$ cat config.mk
export PLATFORM = sky130hd
export DESIGN_NAME = led_blink_code_generator_unit
export DESIGN_NICKNAME = d
export VERILOG_FILES = /design/src/hw/rtl/lbcg_pkg.sv /design/src/hw/rtl/lbcg_cfg_regs.sv /design/src/hw/rtl/lbcg_tick_engine.sv /design/src/hw/rtl/led_blink_code_generator_unit.sv
export VERILOG_INCLUDE_DIRS = /design/src /design/src/hw/rtl
export SDC_FILE = /design/constraint.sdc
export NUM_CORES = 1
export LEC_CHECK = 0
export BUFFER_PORTS_ARGS = -buffer_cell sky130_fd_sc_hd__buf_2
export CAP_MARGIN = 40
export CORE_ASPECT_RATIO = 1.25
export CORE_UTILIZATION = 50
export CTS_CLUSTER_SIZE = 24
export DETAILED_ROUTE_END_ITERATION = 7
export GPL_TIMING_DRIVEN = 1
export PLACE_DENSITY_LB_ADDON = 0.05
export SLEW_MARGIN = 20
export SYNTH_ARGS = -nofsm -noshare
export SYNTH_HDL_FRONTEND = slang
export SYNTH_SLANG_ARGS = --single-unit
$ cat constraint.sdc
create_clock -name clk -period 13.98 [get_ports clk]
set_input_delay 0.699 -clock clk [delete_from_list [all_inputs] [get_ports clk]]
set_output_delay 0.699 -clock clk [all_outputs]
set_load 0.02 [all_outputs]
$ cat src/hw/rtl/assert_macros.svh
// ----------------------------------------------------------------------------
// Assertion macros
// Shared concurrent assertion wrappers. Define NO_ASSERTIONS to drop them.
// ----------------------------------------------------------------------------
`ifndef ASSERT_MACROS_SVH
`define ASSERT_MACROS_SVH

`ifndef NO_ASSERTIONS
// Checked on every edge outside reset.
`define ASSERT_CLK_RST(lbl, clk, rst_n, prop, msg) \
  lbl: assert property (@(posedge clk) disable iff (!rst_n) prop) else $error(msg);
// Checked on every edge, reset included.
`define ASSERT_CLK(lbl, clk, prop, msg) \
  lbl: assert property (@(posedge clk) prop) else $error(msg);
`else
`define ASSERT_CLK_RST(lbl, clk, rst_n, prop, msg)
`define ASSERT_CLK(lbl, clk, prop, msg)
`endif

`endif

$ cat src/hw/rtl/lbcg_pkg.sv
// ----------------------------------------------------------------------------
// lbcg_pkg
// Types, mode codes and register defaults of the LED blink code generator.
// ----------------------------------------------------------------------------
package lbcg_pkg;

  localparam int unsigned OpW    = 3;
  localparam int unsigned CountW = 7;
  localparam int unsigned MsW    = 16;
  localparam int unsigned CfgIdxW = 3;

  // Request modes
  localparam logic [OpW-1:0] MODE_CODE = 3'd0;
  localparam logic [OpW-1:0] MODE_ON   = 3'd1;
  localparam logic [OpW-1:0] MODE_OFF  = 3'd2;
  localparam logic [OpW-1:0] MODE_SLOW = 3'd3;
  localparam logic [OpW-1:0] MODE_FAST = 3'd4;

  // Register indexes
  localparam logic [CfgIdxW-1:0] REG_INVERT   = 3'd0;
  localparam logic [CfgIdxW-1:0] REG_ON_SPAN  = 3'd1;
  localparam logic [CfgIdxW-1:0] REG_OFF_SPAN = 3'd2;
  localparam logic [CfgIdxW-1:0] REG_COOLDOWN = 3'd3;
  localparam logic [CfgIdxW-1:0] REG_SLOW     = 3'd4;
  localparam logic [CfgIdxW-1:0] REG_FAST     = 3'd5;

  // Reset values
  localparam logic [MsW-1:0] ON_SPAN_RST  = 16'd80;
  localparam logic [MsW-1:0] OFF_SPAN_RST = 16'd150;
  localparam logic [MsW-1:0] COOLDOWN_RST = 16'd1000;
  localparam logic [MsW-1:0] SLOW_RST     = 16'd500;
  localparam logic [MsW-1:0] FAST_RST     = 16'd150;

  typedef struct packed {
    logic           invert;
    logic [MsW-1:0] on_span;
    logic [MsW-1:0] off_span;
    logic [MsW-1:0] cooldown;
    logic [MsW-1:0] slow_period;
    logic [MsW-1:0] fast_period;
  } cfg_t;

  typedef struct packed {
    logic [OpW-1:0]    opcode;
    logic [CountW-1:0] blink_count;
    logic [MsW-1:0]    elapsed_ms;
  } tick_t;

endpackage

$ cat src/hw/rtl/lbcg_cfg_regs.sv
// ----------------------------------------------------------------------------
// lbcg_cfg_regs
// Configuration register file, write only. Unknown indexes are dropped.
// ----------------------------------------------------------------------------
module lbcg_cfg_regs (
  input  logic                            clk,
  input  logic                            rst_n,
  input  logic                            cfg_we,
  input  logic [lbcg_pkg::CfgIdxW-1:0]    cfg_index,
  input  logic [lbcg_pkg::MsW-1:0]        cfg_wdata,
  output lbcg_pkg::cfg_t                  cfg
);

  lbcg_pkg::cfg_t cfg_r;

  // Register writes
  always_ff @(posedge clk) begin
    if (!rst_n) begin
      cfg_r.invert      <= 1'b0;
      cfg_r.on_span     <= lbcg_pkg::ON_SPAN_RST;
      cfg_r.off_span    <= lbcg_pkg::OFF_SPAN_RST;
      cfg_r.cooldown    <= lbcg_pkg::COOLDOWN_RST;
      cfg_r.slow_period <= lbcg_pkg::SLOW_RST;
      cfg_r.fast_period <= lbcg_pkg::FAST_RST;
    end else if (cfg_we) begin
      unique case (cfg_index)
        lbcg_pkg::REG_INVERT:   cfg_r.invert      <= cfg_wdata[0];
        lbcg_pkg::REG_ON_SPAN:  cfg_r.on_span     <= cfg_wdata;
        lbcg_pkg::REG_OFF_SPAN: cfg_r.off_span    <= cfg_wdata;
        lbcg_pkg::REG_COOLDOWN: cfg_r.cooldown    <= cfg_wdata;
        lbcg_pkg::REG_SLOW:     cfg_r.slow_period <= cfg_wdata;
        lbcg_pkg::REG_FAST:     cfg_r.fast_period <= cfg_wdata;
        default: ;
      endcase
    end
  end

  assign cfg = cfg_r;

endmodule

$ cat src/hw/rtl/lbcg_tick_engine.sv
// ----------------------------------------------------------------------------
// lbcg_tick_engine
// Timer, request tracking, pulse counter and LED flag; one tick per strobe.
// ----------------------------------------------------------------------------
`include "assert_macros.svh"

module lbcg_tick_engine (
  input  logic            clk,
  input  logic            rst_n,
  input  logic            tick_fire,
  input  lbcg_pkg::tick_t tick,
  input  lbcg_pkg::cfg_t  cfg,
  output logic            lit_nxt
);

  logic [lbcg_pkg::MsW-1:0]    timer_r, timer_nxt;
  logic                        prev_valid_r;
  logic [lbcg_pkg::OpW-1:0]    prev_mode_r;
  logic [lbcg_pkg::CountW-1:0] prev_count_r;
  logic [lbcg_pkg::CountW-1:0] pulse_cnt_r, pulse_cnt_nxt;
  logic                        lit_r;

  logic [lbcg_pkg::OpW-1:0]    mode;
  logic [lbcg_pkg::CountW-1:0] count;
  logic [lbcg_pkg::MsW-1:0]    timer_sum;
  logic [lbcg_pkg::MsW-1:0]    period;
  logic [lbcg_pkg::MsW:0]      restart_lim;
  logic [lbcg_pkg::CountW-1:0] pc_code;
  logic                        change;

  // Request normalization
  always_comb begin
    mode = tick.opcode;
    if (tick.opcode > lbcg_pkg::MODE_FAST) mode = lbcg_pkg::MODE_OFF;
    if (tick.opcode == lbcg_pkg::MODE_CODE && tick.blink_count == '0)
      mode = lbcg_pkg::MODE_SLOW;
    count = (mode == lbcg_pkg::MODE_CODE) ? tick.blink_count : '0;
  end

  assign timer_sum   = timer_r + tick.elapsed_ms;
  assign change      = !prev_valid_r || (mode != prev_mode_r) || (count != prev_count_r);
  assign period      = (mode == lbcg_pkg::MODE_SLOW) ? cfg.slow_period : cfg.fast_period;
  assign restart_lim = {1'b0, cfg.cooldown} + {1'b0, cfg.off_span};
  // Code restart after cooldown
  assign pc_code     = ({1'b0, timer_sum} > restart_lim && pulse_cnt_r >= count) ?
                       '0 : pulse_cnt_r;

  // Per-tick update
  always_comb begin
    timer_nxt     = timer_sum;
    pulse_cnt_nxt = pulse_cnt_r;
    lit_nxt       = lit_r;
    if (change) begin
      timer_nxt     = '0;
      pulse_cnt_nxt = '0;
      lit_nxt       = 1'b0;
    end else begin
      case (mode)
        lbcg_pkg::MODE_ON, lbcg_pkg::MODE_OFF: begin
          lit_nxt       = (mode == lbcg_pkg::MODE_ON);
          timer_nxt     = '0;
          pulse_cnt_nxt = '0;
        end
        lbcg_pkg::MODE_SLOW, lbcg_pkg::MODE_FAST: begin
          if (timer_sum >= period) begin
            timer_nxt     = '0;
            pulse_cnt_nxt = '0;
            lit_nxt       = !lit_r;
          end
        end
        default: begin
          pulse_cnt_nxt = pc_code;
          if (!lit_r && timer_sum > cfg.off_span && pc_code < count) begin
            lit_nxt   = 1'b1;
            timer_nxt = '0;
          end else if (lit_r && timer_sum > cfg.on_span && pc_code < count) begin
            lit_nxt       = 1'b0;
            timer_nxt     = '0;
            pulse_cnt_nxt = pc_code + 1'b1;
          end
        end
      endcase
    end
  end

  // State registers
  always_ff @(posedge clk) begin
    if (!rst_n) begin
      timer_r      <= '0;
      prev_valid_r <= 1'b0;
      prev_mode_r  <= lbcg_pkg::MODE_CODE;
      prev_count_r <= '0;
      pulse_cnt_r  <= '0;
      lit_r        <= 1'b0;
    end else if (tick_fire) begin
      timer_r      <= timer_nxt;
      prev_valid_r <= 1'b1;
      prev_mode_r  <= mode;
      prev_count_r <= count;
      pulse_cnt_r  <= pulse_cnt_nxt;
      lit_r        <= lit_nxt;
    end
  end

  `ASSERT_CLK_RST(a_change_dark, clk, rst_n, tick_fire && change |=> !lit_r, "lit after request change")
  `ASSERT_CLK_RST(a_pulse_bound, clk, rst_n, prev_valid_r |-> pulse_cnt_r <= prev_count_r, "pulse counter past count")
  `ASSERT_CLK_RST(a_const_timer, clk, rst_n, prev_valid_r && (prev_mode_r == lbcg_pkg::MODE_ON || prev_mode_r == lbcg_pkg::MODE_OFF) |-> timer_r == '0, "timer running in constant mode")

endmodule

$ cat src/hw/rtl/led_blink_code_generator_unit.sv
// ----------------------------------------------------------------------------
// led_blink_code_generator_unit
// LED blink code generator: one tick in, one LED state out.
// ----------------------------------------------------------------------------
// Each input transfer is one tick carrying the elapsed milliseconds and the
// requested mode; each tick yields exactly one result transfer with the LED
// state and the pin level. Throughput is one tick per clock: a tick is
// captured in the input register, evaluated against the timer and pulse
// state, and lands in the output register. Backpressure on out_ready stalls
// the two-stage pipe in place. Configuration is written through cfg_we,
// cfg_index and cfg_wdata, only while idle: a user rule, not enforced.
`include "assert_macros.svh"

module led_blink_code_generator_unit (
  input  logic                             clk,
  input  logic                             rst_n,
  input  logic                             in_valid,
  output logic                             in_ready,
  input  logic [lbcg_pkg::OpW-1:0]         in_opcode,
  input  logic [lbcg_pkg::CountW-1:0]      in_blink_count,
  input  logic [lbcg_pkg::MsW-1:0]         in_elapsed_ms,
  output logic                             out_valid,
  input  logic                             out_ready,
  output logic                             out_led_lit,
  output logic                             out_pin_level,
  input  logic                             cfg_we,
  input  logic [lbcg_pkg::CfgIdxW-1:0]     cfg_index,
  input  logic [lbcg_pkg::MsW-1:0]         cfg_wdata
);

  lbcg_pkg::cfg_t  cfg;
  lbcg_pkg::tick_t s1_tick_r;
  logic            s1_valid_r;
  logic            out_valid_r;
  logic            lit_r, pin_r;
  logic            lit_nxt;
  logic            adv;

  lbcg_cfg_regs u_cfg (
    .clk       (clk),
    .rst_n     (rst_n),
    .cfg_we    (cfg_we),
    .cfg_index (cfg_index),
    .cfg_wdata (cfg_wdata),
    .cfg       (cfg)
  );

  // Stage advance: output slot free or being drained
  assign adv      = !out_valid_r || out_ready;
  assign in_ready = !s1_valid_r || adv;

  lbcg_tick_engine u_engine (
    .clk       (clk),
    .rst_n     (rst_n),
    .tick_fire (s1_valid_r && adv),
    .tick      (s1_tick_r),
    .cfg       (cfg),
    .lit_nxt   (lit_nxt)
  );

  // Input register
  always_ff @(posedge clk) begin
    if (!rst_n) begin
      s1_valid_r <= 1'b0;
    end else if (in_ready) begin
      s1_valid_r <= in_valid;
    end
  end

  always_ff @(posedge clk) begin
    if (in_valid && in_ready) begin
      s1_tick_r.opcode      <= in_opcode;
      s1_tick_r.blink_count <= in_blink_count;
      s1_tick_r.elapsed_ms  <= in_elapsed_ms;
    end
  end

  // Result register
  always_ff @(posedge clk) begin
    if (!rst_n) begin
      out_valid_r <= 1'b0;
    end else if (adv) begin
      out_valid_r <= s1_valid_r;
    end
  end

  always_ff @(posedge clk) begin
    if (adv && s1_valid_r) begin
      lit_r <= lit_nxt;
      pin_r <= lit_nxt ^ cfg.invert;
    end
  end

  assign out_valid     = out_valid_r;
  assign out_led_lit   = lit_r;
  assign out_pin_level = pin_r;

  `ASSERT_CLK(a_stall_full, clk, !in_ready |-> s1_valid_r && out_valid_r, "input stalled with room")
  `ASSERT_CLK_RST(a_no_drop, clk, rst_n, s1_valid_r && !adv |=> s1_valid_r, "queued tick dropped")

endmodule
## Word-level counts from Yosys, hierarchy flattened

Cells that the tools add are included.
W data, S select, Z words.

- Logic and storage cells: 91
- Input bits: 50
- Output and inout port bits: 4
- Flip-flop bits (word level): 146

- Muxes and demuxes: 20
- Reduce and logical (&&, ||, !) cells: 29
- Magnitude comparators: 7
- Add/subtract/negate cells: 3
- Bitwise operators: 1
- Equality and inequality tests: 12

Operators by type and width:

| cell | number |
|---|---|
| $mux W16 | 5 |
| $mux W7 | 6 |
| $gt A16 B16 Y1 | 2 |
| $pmux W16 S2 | 1 |
| $add A16 B16 Y17 | 1 |
| $gt A16 B17 Y1 | 1 |
| $add A16 B16 Y16 | 1 |
| $ge A16 B16 Y1 | 1 |
| $pmux W7 S2 | 1 |
| $reduce_and A2 Y1 | 7 |
| $eq A3 B2 Y1 const B | 4 |
| $eq A3 B3 Y1 const B | 3 |
| $logic_not A3 Y1 | 3 |
| $logic_and A1 B1 Y1 | 8 |
| $add A7 B1 Y7 const B | 1 |
| $ge A7 B7 Y1 | 1 |
| $logic_not A7 Y1 | 1 |
| $lt A7 B7 Y1 | 1 |
| $ne A7 B7 Y1 | 1 |
| $eq A3 B1 Y1 const B | 2 |
| $mux W3 | 2 |
| $logic_not A1 Y1 | 4 |
| $logic_or A1 B1 Y1 | 4 |
| $mux W1 | 4 |
| other kinds (6) | 7 |

## Longest topological paths before layout

Gate-level depths: netlist (run 1).

- Word-level depth: 15
- Gate-level depth with buffers: 30
- Mapped depth without buffers: 28

## By module

Synthesis (run 1) repeated with hierarchy kept, for this count alone.

- Cell total of the unflattened synthesis: 1029
- Area, all modules: 9469.1 um2

Modules (own cells, without submodules):

| module | times used | area each (um2) | cells each | seq. area each (um2) |
|---|---|---|---|---|
| lbcg_tick_engine | 1 | 5386.4 | 694 | 700.7 |
| lbcg_cfg_regs | 1 | 3129.3 | 297 | 1621.6 |
| led_blink_code_generator_unit | 1 | 953.4 | 38 | 880.8 |

## Worst setup path before layout (run 1)

No wires, ideal clock.

- Kind: register to register
- Start: register s1_tick_r[7] (netlist name)
- End: register u_engine.timer_r[13] (netlist name)
- Slack: 7.344 ns
- Setup time: 0.121 ns
- Period minus slack after synthesis: 6.636 ns
- Cell stages (with the launch flop): 27
- Path buffers: 2
- Required time: 13.859 ns
- Arrival: 6.515 ns
- Path through: edfxtp_1 > ha_1 > a211o_1 > o311a_1 > o31ai_1 > nor2b_1 > xor2_1 > inv_1 > ha_1 > nand3_1 > or4_1 > or4_1 > o2111ai_1 > o221ai_1 > nand2_1 > clkbuf_1 > and2_1 > ha_1 > a21o_1 > a21o_1 > a211o_1 > or3_4 > o22ai_4 > o211ai_4 > a41oi_2 > buf_4 > o21ai_1

- Word-level cells in the longest chain between the ends: 10
- Elaborated cells between the ends (all ways): 17
- Classes of those cells: add/sub: 1; order compare: 5; mux: 6; reduce/logical: 5

RTL lines:

| item | RTL line | source |
|---|---|---|
| start: declaration | led_blink_code_generator_unit.sv:32 | `lbcg_pkg::tick_t s1_tick_r;` |
| $add A16 B16 Y16 (*) | lbcg_tick_engine.sv:40 | `assign timer_sum = timer_r + tick.elapsed_ms;` |
| $gt A16 B17 Y1 | lbcg_tick_engine.sv:45 | `assign pc_code = ({1'b0, timer_sum} > restart_lim && pulse_cnt_r >= count) ?` |
| $logic_and A1 B1 Y1 | lbcg_tick_engine.sv:45 |  |
| $mux W7 | lbcg_tick_engine.sv:45 |  |
| $lt A7 B7 Y1 | lbcg_tick_engine.sv:73, lbcg_tick_engine.sv:76 |  |
| $logic_and A1 B1 Y1 | lbcg_tick_engine.sv:76 | `end else if (lit_r && timer_sum > cfg.on_span && pc_code < count) begin` |
| $mux W16 | lbcg_tick_engine.sv:76 |  |
| $mux W16 | lbcg_tick_engine.sv:73 | `if (!lit_r && timer_sum > cfg.off_span && pc_code < count) begin` |
| $pmux W16 S2 (*) | lbcg_tick_engine.sv:58 | `case (mode)` |
| $mux W16 (*) | lbcg_tick_engine.sv:53 | `if (change) begin` |
| end signal: assignment | lbcg_tick_engine.sv:96 | `timer_r <= timer_nxt;` |
| end: declaration | lbcg_tick_engine.sv:16 | `logic [lbcg_pkg::MsW-1:0] timer_r, timer_nxt;` |

Mark *: on every way between the ends. The rest lies on a longest branch, timed or not.
A chain may end at the register's enable or synchronous reset.

## Worst setup path in the final report (run 1)

- Start: register s1_tick_r[3] (netlist name)
- End: register u_engine.timer_r[2] (netlist name)

Same word-level chain as after synthesis.

==> metrics.md, run 1 <==
| Metric | Value |
|---|---|
| Yosys reg bits | between 100 and 150 |
| # resized after CTS | 0 |
| DRC viols | 0 |
| CTS tree | yes |
| Cell taking the most area after synthesis | dfxtp_1 |
| DRT Pass-1 Iters | 5 |
| Vias in the first global route | roughly 7500 |
| Num CTS Buffers | 17 |
| Synth cell count leaders | 220 x nand2_1, 118 x dfxtp_1, 108 x ha_1 |
| Worst-skew pair later-pin latency | 430 ps |
| GR Util All Layers | 0.264 |
| Part of the Yosys area used for sequential elements | 0.344 |
| Die width | approximately 120 microns |
| Hold-fix buffers, CTS | 0 |
| Max-cap violation count | 0 |
| Most Frequent Cell on Critical Path | ha_1 |
| Most Crowded Layer GR | met2 |
| # diodes | 0 |
| Top cells by area, synth | dfxtp_1 25%, ha_1 15%, edfxtp_1 9.0% |
| First-pass GRT wire length | 38.8 mm |
| Ys async rst share | 0 |
| Share of layout cells above drive strength 1 | 0.0985 |
| Worst hold path type | primary input to flop |
| Worst setup EP type | flop |
| # IOs | 54 |
| Clock-pin slew on the worst setup and hold paths | ~60 ps |
| Slew headroom | 0.491 |
| Synth Flop Type | dfxtp_1 |
| Final Non-Filler Cells | about 1400 |
| Final instance area | about 10000 sq um |
| Die area | around 19000 sq um |
| Min Tclk post-route | about 7600 ps |
| Die Ht | 155 microns |
| Most frequent cell after synthesis | nand2_1 |
| Routed WL per cell | roughly 18 microns |
| Area Growth Syn to Fin | 12.0% |
| Slew Viols, Final | 0 |
| Hold Fails Final Rpt | 0 |
| Area after DPL | 9770 sq um |
| CTS Buffer Depth | 2 |
| IO Port Bufs | 53 |
| Unique masters post-synth | 74 |
| CP Launch Type | flop |
| # setup viols final | 0 |
| Max Fclk | 131 MHz |
| Outcome | complete, no violations |
| Critical Path RT | 14260 ps |
| Clk_skew | roughly 10 ps |
| Grt met1 use | 0.332 |
| Setup TNS | 0 ps |
| CORE AREA | 18200 sq um |
| EDFF count, synth | 28 |
| Mapped cell area | 9300 sq um |
| CP arrival | ~8000 ps |
| # fillers | roughly 1800 |
| Worst reg2reg setup slack | between 6000 and 7000 ps |
| Tcrit/Tclk final | 0.544 |
| Worst-margin pin slew | 763 ps |
| Row cnt | 55 |
| Grt total ovfl | 0 |
| GRT met3 Usage | 0.0420 |
| Pin count of the biggest net entering global routing | 69 |
| Net count after synthesis | 1246 |
| GR met2 Demand/Resource | 0.441 |
| Pleak | about 4.2 nW |
| Clock tree root buffer cell | clkbuf_16 |
| Final HPWL DP | 18.3 mm |
| Unrepaired setup endpoints after global routing | false |
| Total number of vias | 7881 |
| Total Power | between 1 and 1.5 mW |
| Vias per inst | between 5 and 6 |
| Worst setup path class | flop to flop |
| Synth warn | 0 |
| Postcts setup bufs | 0 |
| Initial antenna violation count | 0 |
| Worst Setup Slack, final | between 6000 and 7000 ps |
| Antenna Nets Post-Route | 0 |
| CTS H-tree depth | 4 |
| Synth top area share | 0.254 |
| Clk sinks | around 150 |
| Routed WL | around 24 mm |
| Peak fanout along the critical path | 18 |
| Iter 0 DRT Violations | between 500 and 600 |
| Cells after DPL | approximately 1300 |
| Max IR drop VDD | 84.5 uV |
| Initial core utilization | 0.512 |
| Final Util | 0.574 |
| Cells after Synth | between 1000 and 1500 |
| NumNets Final | about 1300 |
| Power Density | 104 nW/um^2 |
| Crit-path max cell delay | around 670 ps |
| Pre-CTS WS | 6430 ps |
| CP max stage cell | a41oi_2 |
| Final GP Congestion | roughly 0.90 |
| Syn Area/Cell | around 8.6 sq um |
| Worst Hold Margin | ~440 ps |
[final timing paths]
kind                                     startpoint                                end  cells after the start
setup / recovery             s1_tick_r[3]$_DFFE_PP_   u_engine.timer_r[2]$_SDFFE_PN0P_                     25
setup reg to reg             s1_tick_r[3]$_DFFE_PP_   u_engine.timer_r[2]$_SDFFE_PN0P_                     25
hold reg to reg   u_engine.timer_r[12]$_SDFFE_PN0P_  u_engine.timer_r[12]$_SDFFE_PN0P_                      2
hold / removal                         in_opcode[0]            s1_tick_r[23]$_DFFE_PP_                      1
[sequential cells by signal (all words and copies together), names as in the netlist]
name                   cells
u_engine.prev_count_r      7
s1_tick_r                 26
out_led_lit                1
u_engine.timer_r          16
u_engine.pulse_cnt_r       7
out_pin_level              1
u_engine.prev_valid_r      1
u_cfg.cfg                 81
u_engine.prev_mode_r       3
s1_valid_r                 1
u_engine.lit_r             1
out_valid                  1
[cells in the final DEF (no fill, tap or decap), types with 12 or more instances in the layout]
cell type  count
nand2_1      220
dfxtp_1      118
ha_1         108
a21boi_0      60
inv_1         59
buf_2         53
a21oi_1       48
o21ai_0       37
nand3_1       28
edfxtp_1      28
nor2_1        26
and2_1        24
a21o_1        22
nand4_1       20
mux2i_1       19
clkbuf_16     19
o21a_1        18
xor2_1        16
nor3_1        12
xnor2_1       12
[metal layers]
layer	wire, microns	part of all wire
met5	0	0
met4	824	0.034
met3	796	0.033
met2	11400	0.48
met1	10900	0.46
[cell type report]
class	instances	area, sq um	share of cell area
inverters	60	225	0.0216
well taps	228	285	0.0274
clock buffers	20	489	0.0469
multi-input cells	840	5730	0.550
clock inverters	12	163	0.0156
flip-flops and latches	146	3200	0.307
repair buffers	59	330	0.0317
[cell families (layout without fill, tap and decap cells)]
group,Yosys count,in the layout,share of synthesized area
mux,22,22,0.0241
buf+inv,100,151,0.0407
fa+ha+maj,110,110,0.150
compound gates,287,287,0.215
simple gates,393,393,0.200
flops,146,146,0.344
xor+xnor,28,28,0.0264
[worst max-delay path, delay by kind of cell, from the launching register on]
| family | cells | cell delay (ps) |
|---|---|---|
| AO/OA/AOI/OAI | 13 | 3420 |
| XOR/XNOR | 1 | 200 |
| adder cells (fa/ha/maj) | 3 | 950 |
| buffers and inverters | 1 | 160 |
| flip-flops | 1 | 370 |
| AND/OR/NAND/NOR | 7 | 2350 |
[report_power, final]
group          total (mW)  switching (mW)  internal (mW)  leakage [nW]
sequential          0.450         0.00876          0.441          1.23
combinational       0.131          0.0796         0.0514          2.67
clock               0.502           0.191          0.310         0.323
total                1.08           0.280          0.803          4.22
No activity file was read; power rests on OpenSTA's default activity.
==> run 2, diff against run 1 <==
==> constraint.sdc (replaced) <==
create_clock -name clk -period 6.8 [get_ports clk]
set_input_delay 0.34 -clock clk [delete_from_list [all_inputs] [get_ports clk]]
set_output_delay 0.34 -clock clk [all_outputs]
set_load 0.02 [all_outputs]
==> run 2 against run 1 <==
Against the previous run: combinational power grew 120%; sequential cell count unchanged; maximum frequency increased by 17%; final cell count increased by 1.9%; via count grew 0.29%; final area up 2.8%; global-route usage decreased by 0.80 points; critical path depth stayed put; core utilization increased by 1.6 points.
==> metrics.md, run 2 (synthesis results as in run 1) <==
| Metric | Value |
|---|---|
| Final GP Congestion | 0.869 (-3.5%) |
| Cell-internal power | 1.60 mW (+100%) |
| Peak fanout along the critical path | 12 (-6) |
| Num CTS Buffers | 17 (unchanged) |
| Max reg flops | 81 (unchanged) |
| Worst Setup Slack, final | 304 ps (-6070 ps) |
| Min Tclk post-route | 6500 ps (-1110 ps) |
| Slew headroom | 0.486 (-0.00572) |
| Max-cap violation count | 0 (unchanged) |
| Clk sinks | 146 (unchanged) |
| Routed WL | 23.6 mm (-1.4%) |
| Clk_skew | 13.7 ps (+3.51 ps) |
| Clock tree root buffer cell | clkbuf_16 |
| Commonest cells after routing, fill and taps aside | 219 x nand2_1, 117 x dfxtp_1, 107 x ha_1 |
| Clock power share | 0.447 (-0.016) |
| Tcrit/Tclk final | 0.955 (+0.411) |
| CP Buf/Inv Count | 3 (+2) |
| Worst-margin pin slew | 766 ps (+3.39 ps) |
| DRC viols | 0 (unchanged) |
| CTS H-tree depth | 4 (unchanged) |
| Commonest non-fill, non-tap cell in the layout | nand2_1 |
| Power Density | 204 nW/um^2 (+97%) |
| Share of layout cells above drive strength 1 | 0.136 (+0.0374) |
| Sequential share of power | 0.423 (+0.007) |
| Row cnt | 55 (unchanged) |
| # IOs | 54 (unchanged) |
| CP arrival | 6830 ps (-1050 ps) |
| Worst-skew pair later-pin latency | 440 ps (about the same) |
| Max IR drop VDD | 172 uV (+100%) |
| Crit-path max cell delay | 500 ps (-170 ps) |
| Slew Viols, Final | 0 (unchanged) |
| Pre-CTS WS | -11.1 ps (-6440 ps) |
| Max Fclk | 154 MHz (+17%) |
| Vias in the first global route | 7475 (-0.69%) |
| Worst setup EP type | flop |
| Antenna Nets Post-Route | 0 (unchanged) |
| Setup TNS | 0 ps (unchanged) |
| Worst hold path type | primary input to flop |
| Initial antenna violation count | 0 (unchanged) |
| IO Port Bufs | 53 (unchanged) |
| Critical Path RT | 7130 ps (-7130 ps) |
| DRT Pass-1 Iters | 5 (unchanged) |
| Die width | 124 microns (unchanged) |
| First-pass GRT wire length | 37.8 mm (-2.4%) |
| CTS tree | yes |
| Pin count of the biggest net entering global routing | 83 (+20%) |
| CP max stage cell | or4_4 |
| Initial core utilization | 0.512 (unchanged) |
| Logic pwr share | 0.130 (+0.009) |
| Final Util | 0.590 (+0.0163) |
| Iter 0 DRT Violations | 390 (-24%) |
| Most Frequent Cell on Critical Path | ha_1 |
| Clock-pin slew on the worst setup and hold paths | 70 ps (about the same) |
| CORE AREA | 18200 sq um (unchanged) |
| # diodes | 0 (unchanged) |
| # setup viols final | 0 (unchanged) |
| Total number of vias | 7904 (+0.29%) |
| NumNets Final | 1310 (+2.0%) |
| Top cell family by delay on the critical path | compound AO/OA/AOI/OAI gates |
| Worst setup path class | flop to flop |
| Hold-fix buffers, CTS | 0 (unchanged) |
| Hold Fails Final Rpt | 0 (unchanged) |
| CP Launch Type | flop |
| Net Sw Power | 588 uW (+110%) |
| CTS Buffer Depth | 2 (unchanged) |
| Die Ht | 155 microns (unchanged) |
| Routed WL per cell | 17.0 microns (-3.3%) |
| Vias per inst | 5.68 (-1.6%) |
| Sw frac | 0.268 (+0.00990) |
| Outcome | complete, no violations |
| Pleak | 4.37 nW (+3.5%) |
| Final HPWL DP | 18.0 mm (-1.7%) |
| Area Growth Syn to Fin | 15.2% |
| Grt total ovfl | 0 (unchanged) |
| Die area | 19200 sq um (unchanged) |
| GR Util All Layers | 0.256 (-0.00800) |
## run 2: power by group through the flow
stage	combinational, mW	sequential (mW)	clock, mW
after floorplan	0.187	0.938	0
final	0.285	0.925	0.979
after global placement	0.273	0.944	0
after detailed placement	0.276	0.944	0
after global routing	0.319	0.928	1.03
after CTS	0.279	0.925	0.995
## run 2: layout make-up
| class | instances | area [sq um] |
|---|---|---|
| clock inverters | 12 | 141 |
| inverters | 60 | 225 |
| multi-input cells | 840 | 5870 |
| fillers | 1668 | 7450 |
| repair buffers | 85 | 533 |
| clock buffers | 20 | 467 |
| well taps | 228 | 285 |
| flip-flops and latches | 146 | 3200 |
## run 2: path summary, 6_finish.rpt
| kind | slack (ps) | end | startpoint | depth (start not counted) |
|---|---|---|---|---|
| worst max-delay path | 300 | u_engine.pulse_cnt_r[2]$_SDFFE_PN0P_ | s1_tick_r[7]$_DFFE_PP_ | 25 |
| worst min register to register | 450 | u_engine.timer_r[14]$_SDFFE_PN0P_ | u_engine.timer_r[14]$_SDFFE_PN0P_ | 2 |
| worst min-delay path | 80 | s1_tick_r[21]$_DFFE_PP_ | in_blink_count[5] | 1 |
| worst max register to register | 300 | u_engine.pulse_cnt_r[2]$_SDFFE_PN0P_ | s1_tick_r[7]$_DFFE_PP_ | 25 |
## run 2: worst reg2reg max path, cell delays in order, from the launching register on
cell	delay, ps
edfxtp_1	370
ha_1	380
a211o_1	350
o311a_1	390
o31ai_4	210
nor2b_1	190
xor2_1	210
inv_1	100
ha_1	300
nand3_1	100
or4_4	500
or4_4	440
o2111ai_4	140
o221ai_4	170
nand2_2	130
buf_6	140
and2_1	130
ha_1	230
and4_1	260
a211o_1	320
or3_4	350
o22ai_4	270
buf_4	170
o2111ai_1	90
a31o_2	260
a32o_1	200
## run 2: layer usage
layer,vias to the layer above,global-route usage,wire (microns)
met1,3706,0.327,10700
met5,-,0,0
met2,128,0.438,11600
met4,0,0.0760,432
li1,4047,-,-
met3,23,0.0435,837
## run 2: per-stage QoR
step | power, mW | hold slack [ps] | instances | area, sq um
global route | 2.28 | 59.7 | 1391 | 10700
finish | 2.19 | 76.2 | 1391 | 10700
global placement | 1.22 | 440 | 1350 | 9880
detailed placement | 1.22 | 449 | 1351 | 9910
CTS | 2.20 | 65.6 | 1383 | 10500
floorplan | 1.12 | 429 | 1086 | 9300
## run 2: what timing repair did
action                     CTS  global route
setup endpoints to repair   15            26
gates cloned                 0             0
gates resized for setup      5            24
setup buffers                0             8
pin swaps                    0            10
==> run 3, diff against run 2 <==
==> constraint.sdc (replaced) <==
create_clock -name clk -period 6.25 [get_ports clk]
set_input_delay 0.3125 -clock clk [delete_from_list [all_inputs] [get_ports clk]]
set_output_delay 0.3125 -clock clk [all_outputs]
set_load 0.02 [all_outputs]
==> run 3 against run 2 <==
Against the previous run: the flow now finishes with violations (setup timing); final cell count is 3.1% higher; clock-buffer cell count up 1; non-clock buffer count increased by 43; power rose by 11%; critical path depth is 1 higher; sequential power grew 9%; worst setup slack got worse by 370 ps; hold slack lost 23 ps; routed wire length is 6.8% higher; critical endpoint is now u_engine.timer_r[9]$_SDFFE_PN0P_; highest routed layer unchanged.
==> metrics.md, run 3 (synthesis results as in run 1) <==
| Metric | Value |
|---|---|
| Routed WL per cell | 17.6 microns (+3.6%) |
| # diodes | 0 (unchanged) |
| # fillers | 1593 (-4.5%) |
| Die area | 19200 sq um (unchanged) |
| GR Util All Layers | 0.268 (+0.0121) |
| Max-cap violation count | 0 (unchanged) |
| # setup viols final | 17 (+17) |
| Hold-fix buffers, CTS | 0 (unchanged) |
| CTS H-tree depth | 4 (unchanged) |
| Worst Setup Slack, final | -67.8 ps (-372 ps) |
| CTS tree | yes |
| Routed WL | 25.2 mm (+6.8%) |
| Clock tree root buffer cell | clkbuf_16 |
| Tcrit/Tclk final | 1.01 (+0.0555) |
| Failing checks | setup timing |
| Area Growth Syn to Fin | 21.1% |
| Power Density | 216 nW/um^2 (+5.7%) |
| Pre-CTS WS | -99.7 ps (-88.6 ps) |
| Outcome | finished, violations left |
| Grt total ovfl | 0 (unchanged) |
| Slew headroom | 0.475 (-0.0110) |
| Clk_skew | 11.4 ps (-2.27 ps) |
| CP max stage cell | or4_4 |
| Row cnt | 55 (unchanged) |
| Hold Path End | s1_tick_r[5]$_DFFE_PP_ |
| Crit-path max cell delay | 540 ps (+40 ps) |
| Peak fanout along the critical path | 7 (-5) |
| Worst setup path class | flop to flop |
| Critical Path RT | 6560 ps (-570 ps) |
| CORE AREA | 18200 sq um (unchanged) |
| R2R Path End | u_engine.timer_r[9]$_SDFFE_PN0P_ |
| NumNets Final | 1353 (+3.3%) |
| FF-to-FF Start | s1_tick_r[1]$_DFFE_PP_ |
| Hold depth | 1 (unchanged) |
| Slew Viols, Final | 0 (unchanged) |
| Pleak | 4.64 nW (+6.2%) |
| Worst-skew pair later-pin latency | 430 ps (about the same) |
| Vias per inst | 5.70 (+0.34%) |
| Max Fclk | 158 MHz (+2.8%) |
| Num CTS Buffers | 17 (unchanged) |
| Most Frequent Cell on Critical Path | buf_4 |
| Crit path launch | s1_tick_r[1]$_DFFE_PP_ |
| Iter 0 DRT Violations | 387 (-0.77%) |
| Vias in the first global route | 7889 (+5.5%) |
| # IOs | 54 (unchanged) |
| Die Ht | 155 microns (unchanged) |
| CP Buf/Inv Count | 5 (+2) |
| Commonest cells after routing, fill and taps aside | 218 x nand2_1, 118 x dfxtp_1, 102 x ha_1 |
| DRT Pass-1 Iters | 5 (unchanged) |
| CP Launch Type | flop |
| Worst hold path type | primary input to flop |
| Worst-margin pin slew | 788 ps (+21.7 ps) |
| Worst reg2reg setup slack | -70 ps (-370 ps) |
| CTS Buffer Depth | 2 (unchanged) |
| Pin count of the biggest net entering global routing | 76 (-8.4%) |
| Initial antenna violation count | 0 (unchanged) |
| Max reg flops | 81 (unchanged) |
| Final HPWL DP | 18.6 mm (+3.6%) |
| First-pass GRT wire length | 39.7 mm (+4.9%) |
| Top cell family by delay on the critical path | simple AND/OR/NAND/NOR gates |
| Max IR drop VDD | 183 uV (+6.7%) |
| Worst setup EP type | flop |
| Unrepaired setup endpoints after global routing | true |
| Die width | 124 microns (unchanged) |
| CP arrival | 6630 ps (-200 ps) |
| DRC viols | 0 (unchanged) |
| Multi-input gate area | 6040 sq um (+3.0%) |
| Final GP Congestion | 0.890 (+2.4%) |
| Share of layout cells above drive strength 1 | 0.191 (+0.0549) |
| Min Tclk post-route | 6320 ps (-178 ps) |
| Cells on worst reg2reg path | 26 (+4.0%) |
| IO Port Bufs | 53 (unchanged) |
| Total number of vias | 8176 (+3.4%) |
| Cells after DPL | 1379 (+2.1%) |
| Antenna Nets Post-Route | 0 (unchanged) |
| Initial core utilization | 0.512 (unchanged) |
| Clk sinks | 146 (unchanged) |
| Hold Crit Start | in_elapsed_ms[5] |
| Clock-pin slew on the worst setup and hold paths | 70 ps (about the same) |
| Sequential Area | 3200 sq um (about the same) |
| Commonest non-fill, non-tap cell in the layout | nand2_1 |
| Final Non-Filler Cells | 1434 (+3.1%) |
| Hold Fails Final Rpt | 0 (unchanged) |
run 3: worst max path at each step:
stage          cells after the start  slack (ps)                                   end
2_1_floorplan                     26           9      u_engine.timer_r[5]$_SDFFE_PN0P_
3_3_place_gp                      27          40      u_engine.timer_r[0]$_SDFFE_PN0P_
3_5_place_dp                      27        -100      u_engine.timer_r[0]$_SDFFE_PN0P_
4_1_cts                           24          20  u_engine.pulse_cnt_r[5]$_SDFFE_PN0P_
5_1_grt                           26        -310     u_engine.timer_r[14]$_SDFFE_PN0P_
6_report                          26         -70      u_engine.timer_r[9]$_SDFFE_PN0P_
run 3: cell type report:
cell class                      instances  share of cell area
Multi-Input combinational cell        840               0.536
Sequential cell                       146               0.284
Timing Repair Buffer                  128              0.0786
Clock buffer                           21              0.0438
Tap cell                              228              0.0253
Inverter                               60              0.0200
Clock inverter                         11              0.0120
run 3: stage by stage:
stage	power (mW)	setup TNS, ps	util	instance area, sq um	hold slack (ps)
after floorplan	1.23	0	-	9390	411
after global placement	1.34	0	0.560	10200	438
after detailed placement	1.34	-1510	0.562	10200	444
after CTS	2.43	0	0.602	10900	46.1
after global routing	2.53	-6400	0.620	11300	37.8
final	2.43	-688	0.620	11300	52.9
run 3: report_power, final:
group          total, mW  internal (mW)  switching, mW
sequential          1.01          0.987         0.0192
combinational      0.339          0.146          0.193
clock               1.09          0.655          0.432
run 3: repair_timing:
action / CTS / global route
resized for setup: 8 / 50
cloned: 0 / 1
setup buffers: 8 / 15
endpoints found under the setup margin: 22 / 26
pin swaps: 8 / 26
run 3: metal layers:
| layer | track usage | part of all wire | up-vias |
|---|---|---|---|
| met2 | 0.461 | 0.49 | 164 |
| met1 | 0.330 | 0.44 | 3828 |
| met5 | 0 | 0 | - |
| met3 | 0.0501 | 0.041 | 46 |
| li1 | - | - | 4138 |
| met4 | 0.0952 | 0.030 | 0 |
